### src/sv/sfs_pkg.sv
// Shared constants and operation codes for the sprite frame sequencer.
// No dependencies; compiled first.
package sfs_pkg;

  localparam int OP_W           = 3;
  localparam int ELAPSED_W      = 16;
  localparam int DIR_IN_W       = 3;
  localparam int FRM_IN_W       = 3;
  localparam int DUR_IN_W       = 16;
  localparam int TILE_W         = 12;
  localparam int TIME_W         = 32;
  localparam int RESET_DURATION = 50;

  typedef enum logic [OP_W-1:0] {
    OP_TICK      = 3'd0,
    OP_WRITE     = 3'd1,
    OP_ACTIVATE  = 3'd2,
    OP_ENABLE    = 3'd3,
    OP_PAUSE     = 3'd4,
    OP_DISABLE   = 3'd5,
    OP_REPEAT    = 3'd6,
    OP_SET_FRAME = 3'd7
  } sfs_op_t;

endpackage

### src/sv/sfs_if.sv
// Valid/ready channel interfaces for the sprite frame sequencer.
// Depends on sfs_pkg for field widths.
interface sfs_in_if;
  logic                           valid;
  logic                           ready;
  logic [sfs_pkg::OP_W-1:0]       operation;
  logic [sfs_pkg::ELAPSED_W-1:0]  elapsed_ticks;
  logic [sfs_pkg::DIR_IN_W-1:0]   direction;
  logic [sfs_pkg::FRM_IN_W-1:0]   frame_index;
  logic [sfs_pkg::DUR_IN_W-1:0]   entry_duration;
  logic [sfs_pkg::TILE_W-1:0]     entry_tile;
  logic                           repeat_on;

  modport source (output valid, operation, elapsed_ticks, direction, frame_index,
                  entry_duration, entry_tile, repeat_on, input ready);
  modport sink (input valid, operation, elapsed_ticks, direction, frame_index,
                entry_duration, entry_tile, repeat_on, output ready);
endinterface

interface sfs_out_if;
  logic                           valid;
  logic                           ready;
  logic [sfs_pkg::TILE_W-1:0]     tile_index;
  logic [sfs_pkg::FRM_IN_W-1:0]   current_frame_out;
  logic [sfs_pkg::DIR_IN_W-1:0]   current_direction_out;
  logic                           animating_out;

  modport source (output valid, tile_index, current_frame_out, current_direction_out,
                  animating_out, input ready);
  modport sink (input valid, tile_index, current_frame_out, current_direction_out,
                animating_out, output ready);
endinterface

### src/sv/sfs_entry_ram.sv
// Frame entry RAM: one write port, one read port, registered read data.
// No dependencies.
module sfs_entry_ram #(
  parameter int DEPTH  = 64,
  parameter int ADDR_W = 6,
  parameter int DATA_W = 28
) (
  input  logic              clk,
  input  logic              we,
  input  logic [ADDR_W-1:0] waddr,
  input  logic [DATA_W-1:0] wdata,
  input  logic              re,
  input  logic [ADDR_W-1:0] raddr,
  output logic [DATA_W-1:0] rdata_r
);

  logic [DATA_W-1:0] mem_r [DEPTH];

  always_ff @(posedge clk) begin
    if (we) begin
      mem_r[waddr] <= wdata;
    end
  end

  always_ff @(posedge clk) begin
    if (re) begin
      rdata_r <= mem_r[raddr];
    end
  end

endmodule

### src/sv/sprite_frame_sequencer.sv
// Sprite frame sequencer top: op decode, tick advance loop, output register.
// Each accepted word steps through EXEC, ADV for each frame a tick advances (max FPD),
// FIN, then OUT until the output register is free; the next word is taken only in IDLE.
// Reset: synchronous; a clear pass loads the entry RAM with default duration and tile
// before the first word is taken.
// Depends on sfs_pkg, sfs_if, sfs_entry_ram.
module sprite_frame_sequencer #(
  parameter int NUM_DIRECTIONS       = 8,
  parameter int FRAMES_PER_DIRECTION = 8,
  parameter int DURATION_WIDTH       = 16
) (
  input logic       clk,
  input logic       rst_n,
  sfs_in_if.sink    in_ch,
  sfs_out_if.source out_ch
);

  import sfs_pkg::*;

  localparam int DIR_W  = (NUM_DIRECTIONS > 1) ? $clog2(NUM_DIRECTIONS) : 1;
  localparam int FRM_W  = (FRAMES_PER_DIRECTION > 1) ? $clog2(FRAMES_PER_DIRECTION) : 1;
  localparam int CNT_W  = $clog2(FRAMES_PER_DIRECTION + 1);
  localparam int DEPTH  = NUM_DIRECTIONS * FRAMES_PER_DIRECTION;
  localparam int ADDR_W = (DEPTH > 1) ? $clog2(DEPTH) : 1;
  localparam int WORD_W = DURATION_WIDTH + TILE_W;

  typedef enum logic [5:0] {
    S_CLEAR = 6'b000001,
    S_IDLE  = 6'b000010,
    S_EXEC  = 6'b000100,
    S_ADV   = 6'b001000,
    S_FIN   = 6'b010000,
    S_OUT   = 6'b100000
  } state_t;

  function automatic logic [ADDR_W-1:0] slot_addr(input logic [DIR_W-1:0] d,
                                                  input logic [FRM_W-1:0] f);
    return ADDR_W'(d) * ADDR_W'(FRAMES_PER_DIRECTION) + ADDR_W'(f);
  endfunction

  function automatic logic [FRM_W-1:0] next_frame(input logic [FRM_W-1:0] c,
                                                  input logic [CNT_W-1:0] fu,
                                                  input logic             rep);
    logic [CNT_W-1:0] inc;
    inc = CNT_W'(c) + CNT_W'(1);
    if (inc >= fu) begin
      return rep ? '0 : c;
    end
    return FRM_W'(inc);
  endfunction

  function automatic logic [TIME_W-1:0] sat_sub(input logic [TIME_W-1:0]    tl,
                                                input logic [ELAPSED_W-1:0] e);
    logic [TIME_W:0] d;
    d = {tl[TIME_W-1], tl} - (TIME_W+1)'(e);
    if (d[TIME_W] && !d[TIME_W-1]) begin
      return {1'b1, {(TIME_W-1){1'b0}}};
    end
    return d[TIME_W-1:0];
  endfunction

  state_t state_r, state_nxt;
  logic [ADDR_W-1:0] clr_cnt_r, clr_cnt_nxt;
  logic [DIR_W-1:0]  cur_dir_r, cur_dir_nxt;
  logic [FRM_W-1:0]  cur_frame_r, cur_frame_nxt;
  logic [FRM_W-1:0]  start_r, start_nxt;
  logic [CNT_W-1:0]  n_r, n_nxt;
  logic [CNT_W-1:0]  fu_cur_r, fu_cur_nxt;
  logic [TIME_W-1:0] tl_r, tl_nxt;
  logic              anim_r, anim_nxt;
  logic              rep_mode_r, rep_mode_nxt;
  logic              out_valid_r, out_valid_nxt;
  logic [CNT_W-1:0]  fu_r [NUM_DIRECTIONS];

  sfs_op_t              op_r;
  logic [ELAPSED_W-1:0] elapsed_r;
  logic [DIR_IN_W-1:0]  dir_r;
  logic [FRM_IN_W-1:0]  frame_r;
  logic [DUR_IN_W-1:0]  dur_r;
  logic [TILE_W-1:0]    tile_r;
  logic                 rep_r;

  logic [TILE_W-1:0]   out_tile_r;
  logic [FRM_IN_W-1:0] out_frame_r;
  logic [DIR_IN_W-1:0] out_dir_r;
  logic                out_anim_r;

  logic                mem_we, mem_re;
  logic [ADDR_W-1:0]   mem_waddr, mem_raddr;
  logic [WORD_W-1:0]   mem_wdata, mem_rdata;
  logic [FRM_W-1:0]    rd_frame;
  logic [DURATION_WIDTH-1:0] rd_dur;
  logic [TILE_W-1:0]   rd_tile;

  logic                in_take, out_load;
  logic                dir_ok, frm_ok, fu_we;
  logic [DIR_W-1:0]    dsel;
  logic [CNT_W-1:0]    fu_sel, fu_wval;
  logic [FRM_W-1:0]    fe, base_frame, nx_setup, nx_adv;
  logic [TIME_W-1:0]   tl_sub, tl_add;

  sfs_entry_ram #(
    .DEPTH  (DEPTH),
    .ADDR_W (ADDR_W),
    .DATA_W (WORD_W)
  ) u_ram (
    .clk     (clk),
    .we      (mem_we),
    .waddr   (mem_waddr),
    .wdata   (mem_wdata),
    .re      (mem_re),
    .raddr   (mem_raddr),
    .rdata_r (mem_rdata)
  );

  assign rd_dur  = mem_rdata[WORD_W-1 -: DURATION_WIDTH];
  assign rd_tile = mem_rdata[TILE_W-1:0];

  assign in_ch.ready = (state_r == S_IDLE);
  assign in_take     = in_ch.valid && in_ch.ready;

  assign out_ch.valid                 = out_valid_r;
  assign out_ch.tile_index            = out_tile_r;
  assign out_ch.current_frame_out     = out_frame_r;
  assign out_ch.current_direction_out = out_dir_r;
  assign out_ch.animating_out         = out_anim_r;

  assign dir_ok     = int'(dir_r) < NUM_DIRECTIONS;
  assign frm_ok     = int'(frame_r) < FRAMES_PER_DIRECTION;
  assign dsel       = dir_ok ? DIR_W'(dir_r) : '0;
  assign fu_sel     = fu_r[dsel];
  assign fe         = FRM_W'(frame_r);
  assign fu_wval    = CNT_W'(fe) + CNT_W'(1);
  assign fu_we      = (state_r == S_EXEC) && (op_r == OP_WRITE) && dir_ok && frm_ok &&
                      (CNT_W'(fe) >= fu_sel);
  assign base_frame = (op_r == OP_DISABLE) ? '0 : cur_frame_r;
  assign tl_sub     = sat_sub(tl_r, (op_r == OP_DISABLE) ? '0 : elapsed_r);
  assign nx_setup   = next_frame(base_frame, fu_cur_r, rep_mode_r);
  assign tl_add     = tl_r + TIME_W'(rd_dur);
  assign nx_adv     = next_frame(cur_frame_r, fu_cur_r, rep_mode_r);
  assign mem_raddr  = slot_addr(cur_dir_r, rd_frame);

  always_comb begin
    state_nxt     = state_r;
    clr_cnt_nxt   = clr_cnt_r;
    cur_dir_nxt   = cur_dir_r;
    cur_frame_nxt = cur_frame_r;
    start_nxt     = start_r;
    n_nxt         = n_r;
    fu_cur_nxt    = fu_cur_r;
    tl_nxt        = tl_r;
    anim_nxt      = anim_r;
    rep_mode_nxt  = rep_mode_r;
    out_load      = 1'b0;
    mem_we        = 1'b0;
    mem_waddr     = clr_cnt_r;
    mem_wdata     = {DURATION_WIDTH'(RESET_DURATION), TILE_W'(0)};
    mem_re        = 1'b0;
    rd_frame      = cur_frame_r;

    unique case (state_r)
      S_CLEAR: begin
        mem_we      = 1'b1;
        clr_cnt_nxt = clr_cnt_r + ADDR_W'(1);
        if (clr_cnt_r == ADDR_W'(DEPTH - 1)) begin
          state_nxt = S_IDLE;
        end
      end
      S_IDLE: begin
        if (in_take) begin
          state_nxt = S_EXEC;
        end
      end
      S_EXEC: begin
        state_nxt = S_FIN;
        unique case (op_r) inside
          OP_TICK, OP_DISABLE: begin
            start_nxt = base_frame;
            if (op_r == OP_DISABLE) begin
              cur_frame_nxt = '0;
            end
            if (anim_r) begin
              tl_nxt = tl_sub;
              if (tl_sub[TIME_W-1]) begin
                cur_frame_nxt = nx_setup;
                if (nx_setup != base_frame) begin
                  mem_re    = 1'b1;
                  rd_frame  = nx_setup;
                  n_nxt     = CNT_W'(1);
                  state_nxt = S_ADV;
                end
              end
            end
          end
          OP_WRITE: begin
            if (dir_ok && frm_ok) begin
              mem_we    = 1'b1;
              mem_waddr = slot_addr(dsel, fe);
              mem_wdata = {DURATION_WIDTH'(dur_r), tile_r};
              if (fu_we && (dsel == cur_dir_r)) begin
                fu_cur_nxt = fu_wval;
              end
            end
          end
          OP_ACTIVATE: begin
            if (CNT_W'(cur_frame_r) >= fu_sel) begin
              cur_frame_nxt = '0;
            end
            cur_dir_nxt  = dsel;
            fu_cur_nxt   = fu_sel;
            rep_mode_nxt = 1'b1;
          end
          OP_ENABLE: begin
          end
          OP_PAUSE: begin
            anim_nxt = 1'b0;
          end
          OP_REPEAT: begin
            rep_mode_nxt = rep_r;
          end
          OP_SET_FRAME: begin
            cur_frame_nxt = (int'(frame_r) < int'(fu_cur_r)) ? fe : '0;
            rep_mode_nxt  = 1'b1;
          end
        endcase
      end
      S_ADV: begin
        tl_nxt    = tl_add;
        state_nxt = S_FIN;
        if ((n_r < CNT_W'(FRAMES_PER_DIRECTION)) && tl_add[TIME_W-1]) begin
          cur_frame_nxt = nx_adv;
          if (nx_adv != start_r) begin
            mem_re    = 1'b1;
            rd_frame  = nx_adv;
            n_nxt     = n_r + CNT_W'(1);
            state_nxt = S_ADV;
          end
        end
      end
      S_FIN: begin
        mem_re    = 1'b1;
        state_nxt = S_OUT;
        if (op_r == OP_DISABLE) begin
          anim_nxt = 1'b0;
        end
      end
      S_OUT: begin
        if ((op_r == OP_ENABLE) && !anim_r) begin
          anim_nxt = 1'b1;
          tl_nxt   = TIME_W'(rd_dur);
        end
        if (!out_valid_r || out_ch.ready) begin
          out_load  = 1'b1;
          state_nxt = S_IDLE;
        end
      end
      default: begin
        state_nxt = S_IDLE;
      end
    endcase
  end

  always_comb begin
    out_valid_nxt = out_valid_r;
    if (out_load) begin
      out_valid_nxt = 1'b1;
    end else if (out_ch.ready) begin
      out_valid_nxt = 1'b0;
    end
  end

  always_ff @(posedge clk) begin
    if (!rst_n) begin
      state_r     <= S_CLEAR;
      clr_cnt_r   <= '0;
      cur_dir_r   <= '0;
      cur_frame_r <= '0;
      start_r     <= '0;
      n_r         <= '0;
      fu_cur_r    <= '0;
      tl_r        <= '0;
      anim_r      <= 1'b0;
      rep_mode_r  <= 1'b1;
      out_valid_r <= 1'b0;
      for (int i = 0; i < NUM_DIRECTIONS; i++) begin
        fu_r[i] <= '0;
      end
    end else begin
      state_r     <= state_nxt;
      clr_cnt_r   <= clr_cnt_nxt;
      cur_dir_r   <= cur_dir_nxt;
      cur_frame_r <= cur_frame_nxt;
      start_r     <= start_nxt;
      n_r         <= n_nxt;
      fu_cur_r    <= fu_cur_nxt;
      tl_r        <= tl_nxt;
      anim_r      <= anim_nxt;
      rep_mode_r  <= rep_mode_nxt;
      out_valid_r <= out_valid_nxt;
      if (fu_we) begin
        fu_r[dsel] <= fu_wval;
      end
    end
  end

  always_ff @(posedge clk) begin
    if (in_take) begin
      op_r      <= sfs_op_t'(in_ch.operation);
      elapsed_r <= in_ch.elapsed_ticks;
      dir_r     <= in_ch.direction;
      frame_r   <= in_ch.frame_index;
      dur_r     <= in_ch.entry_duration;
      tile_r    <= in_ch.entry_tile;
      rep_r     <= in_ch.repeat_on;
    end
  end

  always_ff @(posedge clk) begin
    if (out_load) begin
      out_tile_r  <= rd_tile;
      out_frame_r <= FRM_IN_W'(cur_frame_r);
      out_dir_r   <= DIR_IN_W'(cur_dir_r);
      out_anim_r  <= (op_r == OP_ENABLE) ? 1'b1 : anim_r;
    end
  end

  a_fu_cur_mirror: assert property (@(posedge clk) disable iff (!rst_n)
    (state_r == S_IDLE) |-> (fu_cur_r == fu_r[cur_dir_r]))
    else $error("cached frame count differs from table");

  a_lap_bound: assert property (@(posedge clk) disable iff (!rst_n)
    (state_r == S_ADV) |-> ((n_r != '0) && (n_r <= CNT_W'(FRAMES_PER_DIRECTION))))
    else $error("advance count out of range");

  a_out_load: assert property (@(posedge clk) disable iff (!rst_n)
    ((state_r == S_OUT) && (!out_valid_r || out_ch.ready)) |=>
    (out_valid_r && (state_r == S_IDLE)))
    else $error("result word not presented");

  a_disable_stops: assert property (@(posedge clk) disable iff (!rst_n)
    ((state_r == S_FIN) && (op_r == OP_DISABLE)) |=> !anim_r)
    else $error("animation still on after disable");

  a_ram_write_src: assert property (@(posedge clk) disable iff (!rst_n)
    mem_we |-> ((state_r == S_CLEAR) || ((state_r == S_EXEC) && (op_r == OP_WRITE))))
    else $error("unexpected entry RAM write");

endmodule
### src/flat_wrapper.sv
// flat-port wrapper written by rule: the top's interface ports become plain ports
module sprite_frame_sequencer_flat import sfs_pkg::*;
#(
  parameter int NUM_DIRECTIONS       = 8,
  parameter int FRAMES_PER_DIRECTION = 8,
  parameter int DURATION_WIDTH       = 16
)
  (clk, rst_n, in_ch_valid, in_ch_operation, in_ch_elapsed_ticks, in_ch_direction, in_ch_frame_index, in_ch_entry_duration, in_ch_entry_tile, in_ch_repeat_on, in_ch_ready, out_ch_valid, out_ch_tile_index, out_ch_current_frame_out, out_ch_current_direction_out, out_ch_animating_out, out_ch_ready);
  sfs_in_if in_ch_i ();
  sfs_out_if out_ch_i ();
  input logic clk;
  input logic rst_n;
  input wire logic [$bits(in_ch_i.valid)-1:0] in_ch_valid;
  input wire logic [$bits(in_ch_i.operation)-1:0] in_ch_operation;
  input wire logic [$bits(in_ch_i.elapsed_ticks)-1:0] in_ch_elapsed_ticks;
  input wire logic [$bits(in_ch_i.direction)-1:0] in_ch_direction;
  input wire logic [$bits(in_ch_i.frame_index)-1:0] in_ch_frame_index;
  input wire logic [$bits(in_ch_i.entry_duration)-1:0] in_ch_entry_duration;
  input wire logic [$bits(in_ch_i.entry_tile)-1:0] in_ch_entry_tile;
  input wire logic [$bits(in_ch_i.repeat_on)-1:0] in_ch_repeat_on;
  output wire logic [$bits(in_ch_i.ready)-1:0] in_ch_ready;
  output wire logic [$bits(out_ch_i.valid)-1:0] out_ch_valid;
  output wire logic [$bits(out_ch_i.tile_index)-1:0] out_ch_tile_index;
  output wire logic [$bits(out_ch_i.current_frame_out)-1:0] out_ch_current_frame_out;
  output wire logic [$bits(out_ch_i.current_direction_out)-1:0] out_ch_current_direction_out;
  output wire logic [$bits(out_ch_i.animating_out)-1:0] out_ch_animating_out;
  input wire logic [$bits(out_ch_i.ready)-1:0] out_ch_ready;
  assign in_ch_i.valid = in_ch_valid;
  assign in_ch_i.operation = in_ch_operation;
  assign in_ch_i.elapsed_ticks = in_ch_elapsed_ticks;
  assign in_ch_i.direction = in_ch_direction;
  assign in_ch_i.frame_index = in_ch_frame_index;
  assign in_ch_i.entry_duration = in_ch_entry_duration;
  assign in_ch_i.entry_tile = in_ch_entry_tile;
  assign in_ch_i.repeat_on = in_ch_repeat_on;
  assign in_ch_ready = in_ch_i.ready;
  assign out_ch_valid = out_ch_i.valid;
  assign out_ch_tile_index = out_ch_i.tile_index;
  assign out_ch_current_frame_out = out_ch_i.current_frame_out;
  assign out_ch_current_direction_out = out_ch_i.current_direction_out;
  assign out_ch_animating_out = out_ch_i.animating_out;
  assign out_ch_i.ready = out_ch_ready;
  sprite_frame_sequencer #(.NUM_DIRECTIONS(NUM_DIRECTIONS), .FRAMES_PER_DIRECTION(FRAMES_PER_DIRECTION), .DURATION_WIDTH(DURATION_WIDTH)) u_core (.clk(clk), .rst_n(rst_n), .in_ch(in_ch_i), .out_ch(out_ch_i));
endmodule
### config.mk
export PLATFORM = sky130hd
export DESIGN_NAME = sprite_frame_sequencer_flat
export DESIGN_NICKNAME = d
export VERILOG_FILES = /design/src/sv/sfs_pkg.sv /design/src/sv/sfs_if.sv /design/src/sv/sfs_entry_ram.sv /design/src/sv/sprite_frame_sequencer.sv /design/src/flat_wrapper.sv
export SDC_FILE = /design/constraint.sdc
export NUM_CORES = 2
export LEC_CHECK = 0
export BUFFER_PORTS_ARGS = -buffer_cell sky130_fd_sc_hd__buf_4
export CAP_MARGIN = 40
export CORE_MARGIN = 5
export CORE_UTILIZATION = 35
export DETAILED_ROUTE_END_ITERATION = 6
export GPL_TIMING_DRIVEN = 0
export PLACE_DENSITY = 0.52
export SLEW_MARGIN = 5
export SYNTH_ARGS = -nofsm -noshare
export SYNTH_HDL_FRONTEND = slang
export SYNTH_SLANG_ARGS = --single-unit
### constraint.sdc
create_clock -name clk -period 11.75 [get_ports clk]
set_input_delay 2.35 -clock clk [delete_from_list [all_inputs] [get_ports clk]]
set_output_delay 2.35 -clock clk [all_outputs]
set_load 0.01 [all_outputs]
==> flow_summary.toml <==
[timing]
clock_skew_ns = 0.0340
final_min_period_over_clock_period = 0.864
setup_viol_count_final = 0
setup_total_negative_slack_ns = 0
finalCriticalPeriod_ns = 10.15
fmaxAchievable_mhz = 98.5
finalHoldViolations = 0
slew-limit-headroom = 0.369
report.final.slew_viol_count = 0
grt_setup_unrepaired = "false"
timing_worst_slew_pin_value_ns = 0.935
minimum_hold_slack_ns = 0.417

[die]
die-width_um = 493
die_area_sq_um = 243000
initial_core_util = 0.351
placeableCoreArea_sq_um = 233000
core.rowCount = 177
floorplan.io_pins = 79
dieHeight_um = 493

[yosys]
synth_top_flop_cell = "edfxtp_1"
synth_seq_cells = 1992
biggest_area_consumer_among_synthesized_cells = "edfxtp_1"
area_share_of_the_largest_cell_type_after_synthesis = 0.708
synth_area_sq_um = 81700
avg_cell_area_syn_sq_um = 13.0
mappedNetlistNets = 6378
synth_sequential_area_ratio = 0.724
post_synth_main_area_contributors = "edfxtp_1 (71%), nand2_1 (7.0%), nand3_1 (4.5%), mux2i_1 (2.4%), dfxtp_1 (1.6%)"
synth_enable_flop_cells = 1925
synth.lib_cells_used.distinct = 85
synth_cells = 6266
synth-async-reset-ratio = 0
synthesis.yosys.warnings = 0

[clock_network]
cts.path.max_buffers = 3
cts_tree = "yes"
cts_num_sinks = 1992
cts_made_buffers = 205
worstSkewPairLatency_ns = 0.87
htreeDepth = 4
post_cts_buffers = 0
clkSlewWorstSetupHoldPaths_ns = 0.06
cts_hold_buf = 0
count_of_instances_resized_after_the_clock_tree_is_built = 0
cts_root_buffer = "clkbuf_16"

[power_and_ir_drop]
power-per-cell-area_nw_per_um2 = 159
p_leak_nw = 32.8
worst_ir_drop_vdd_uv = 182

[setup_path]
timing.critical_path.required_ns = 12.34
number_of_gates_on_the_worst_path_with_buffers_counted = 26
critical_path.startpoint = "u_core.op_r[0]"
end_kind = "flop"
most_frequent_cell_on_critical_path = "buf_2"
critical_path.reg2reg.endpoint = "u_core.u_ram.rdata_r[12]"
critical-path-max-stage-delay_ns = 0.80
timing.reg2reg.setup_slack_ns = 1.60
worst_setup_path_endpoint = "u_core.u_ram.rdata_r[12]"
regToRegStartpoint = "u_core.op_r[0]"
crit_path_max_fanout = 10
critical_path_arrival_ns = 10.74
r2r_cells = 26
path_delay_family = "buffers and inverters"
path_class = "reg2reg"
slowest_stage = "buf_2"
timing.critical_path.buf_inv = 9
worstSetupStartpointType = "flop"

[finish]
synthToLayoutAreaGrowth_pct = 17.2
layout.cells.most_common_list = "edfxtp_1 (1925), nand2_1 (1524), nand3_1 (739)"
num-nets-final = 6787
fin_area_sq_um = 95700
final_common_cell = "edfxtp_1"
drive_above_1_share = 0.111

[worst_hold_path]
min_path_type = "reg2reg"
hold_start = "u_core.u_ram.rdata_r[9]"

[global_routing]
grt_first_pass_wirelength_um = 395000
grt_usage = 0.226
global_route.overflow_total = 0
antenna_found_initial = 26
grt_pass1_vias = 52300
grt_max_degree = 65

[detailed_routing]
avgRoutedWirePerCell_um = 28.6
post-route-drc-count = 0
detail_route.first_pass.iterations = 7
drt-vias-per-instance = 5.59
drt.antenna.violating_nets = 0
number_of_vias_in_the_routed_layout = 55400
finalWirelength_um = 283000
count_of_routing_violations_after_the_opening_detailed_route_iteration = 7031

[placed_design]
number_of_input_and_output_port_buffers_inserted = 78
place.detailed.hpwl_um = 199000
dpl-instance-area_sq_um = 89100
final_wtd_congestion = 0.943

[outcome]
run_status = "finished clean"

[flow_run]
max-cap-violations = 0
final cells by class:
type | instances | area [sq um]
Antenna cell | 7 | 17.5
Buffer | 392 | 1690
Clock buffer | 263 | 5410
Clock inverter | 120 | 1150
Fill cell | 21500 | 137000
Inverter | 33 | 124
Multi-Input combinational cell | 3849 | 21300
Sequential cell | 1992 | 59100
Tap cell | 3043 | 3810
Timing Repair Buffer | 202 | 3100
cell usage after synthesis, types with 7 or more instances:
master        n
a2111oi_0    13
a211o_1       7
a211oi_1     33
a21o_1       12
a21oi_1      82
a221oi_1     13
a311o_1      11
a31oi_1     149
a32oi_1      30
a41oi_1      30
and2_1       30
and3_1       69
buf_1        26
buf_2       124
buf_4        13
clkbuf_1    226
dfxtp_1      67
edfxtp_1   1925
ha_1         52
inv_1        31
mux2i_1     197
mux4_2        8
nand2_1    1525
nand2b_1     36
nand3_1     739
nand3b_1      7
nand4_1     167
nor2_1      183
nor2b_1      14
nor3_1       22
nor3b_1       8
nor4_1       15
o211ai_1     32
o21a_1       20
o21ai_0     162
o31ai_1       7
o41a_1       25
or2_2        13
or4_1         8
xnor2_1      24
xor2_1       21
cell families after synthesis:
family          after synthesis  share of synthesized area
fa+ha+maj                    54                    0.00846
flops                      1992                      0.724
simple gates               2857                      0.156
compound gates              682                     0.0572
buf+inv                     425                     0.0222
xor+xnor                     45                    0.00483
mux                         211                     0.0272
through the flow:
stage,utilization,total power [mW],setup WS (ns),cells
global route,0.412,15.7,1.23,9895
floorplan,-,8.52,6.19,6266
detailed placement,0.383,8.92,1.82,9510
global placement,0.370,8.86,1.54,9387
finish,0.412,15.2,1.60,9901
CTS,0.412,15.3,1.76,9893
worst register-to-register path: cells and delay by family (launching register included):
kind / cells / cell delay [ns]
buffers and inverters: 9 / 3.74
and+or+nand+nor: 10 / 2.83
AOI/OAI and AO/OA: 6 / 2.57
DFF: 1 / 0.37
adders and majority gates: 1 / 0.37
state kept, by name, indices dropped and copies added (netlist names), 3 cells and up, named ones only:
register and count:
u_core.start_r 3, u_core.fe 3, u_core.clr_cnt_r 6, u_core.u_ram.rdata_r 28
u_core.elapsed_r 16, u_core.cur_frame_r 3, u_core.tl_r 32, u_core.dur_r 16
u_core.op_r 3, u_core.out_ch.tile_index 12, u_core.dir_r 3, u_core.state_r 6
u_core.tile_r 12, u_core.out_ch.current_frame_out 3, u_core.out_ch.current_direction_out 3, u_core.fu_cur_r 4
u_core.fu_r 32, u_core.cur_dir_r 3, u_core.n_r 4, u_core.u_ram.mem_r 1792
layer usage:
layer,share of wire,GRT usage,vias up
li1,-,-,24300
met1,0.42,0.311,28100
met2,0.45,0.347,2585
met3,0.093,0.0502,426
met4,0.046,0.0942,4
met5,0.000095,0,-
worst min-delay path by stage:
stage,depth (start not counted),slack [ns],end
global route,0,0.43,u_core.out_ch.tile_index[9]
floorplan,0,0.40,u_core.out_ch.tile_index[0]
CTS,0,0.42,u_core.out_ch.tile_index[2]
finish,0,0.42,u_core.out_ch.tile_index[9]
global placement,0,0.40,u_core.out_ch.tile_index[0]
detailed placement,0,0.41,u_core.out_ch.tile_index[2]
report_power, final:
group	internal (mW)	switching, mW	total [mW]
Clock	3.67	2.79	6.46
Combinational	0.299	0.570	0.869
Sequential	7.87	0.0520	7.92
Total	11.8	3.41	15.2
Power figures use the tool's default switching activity.
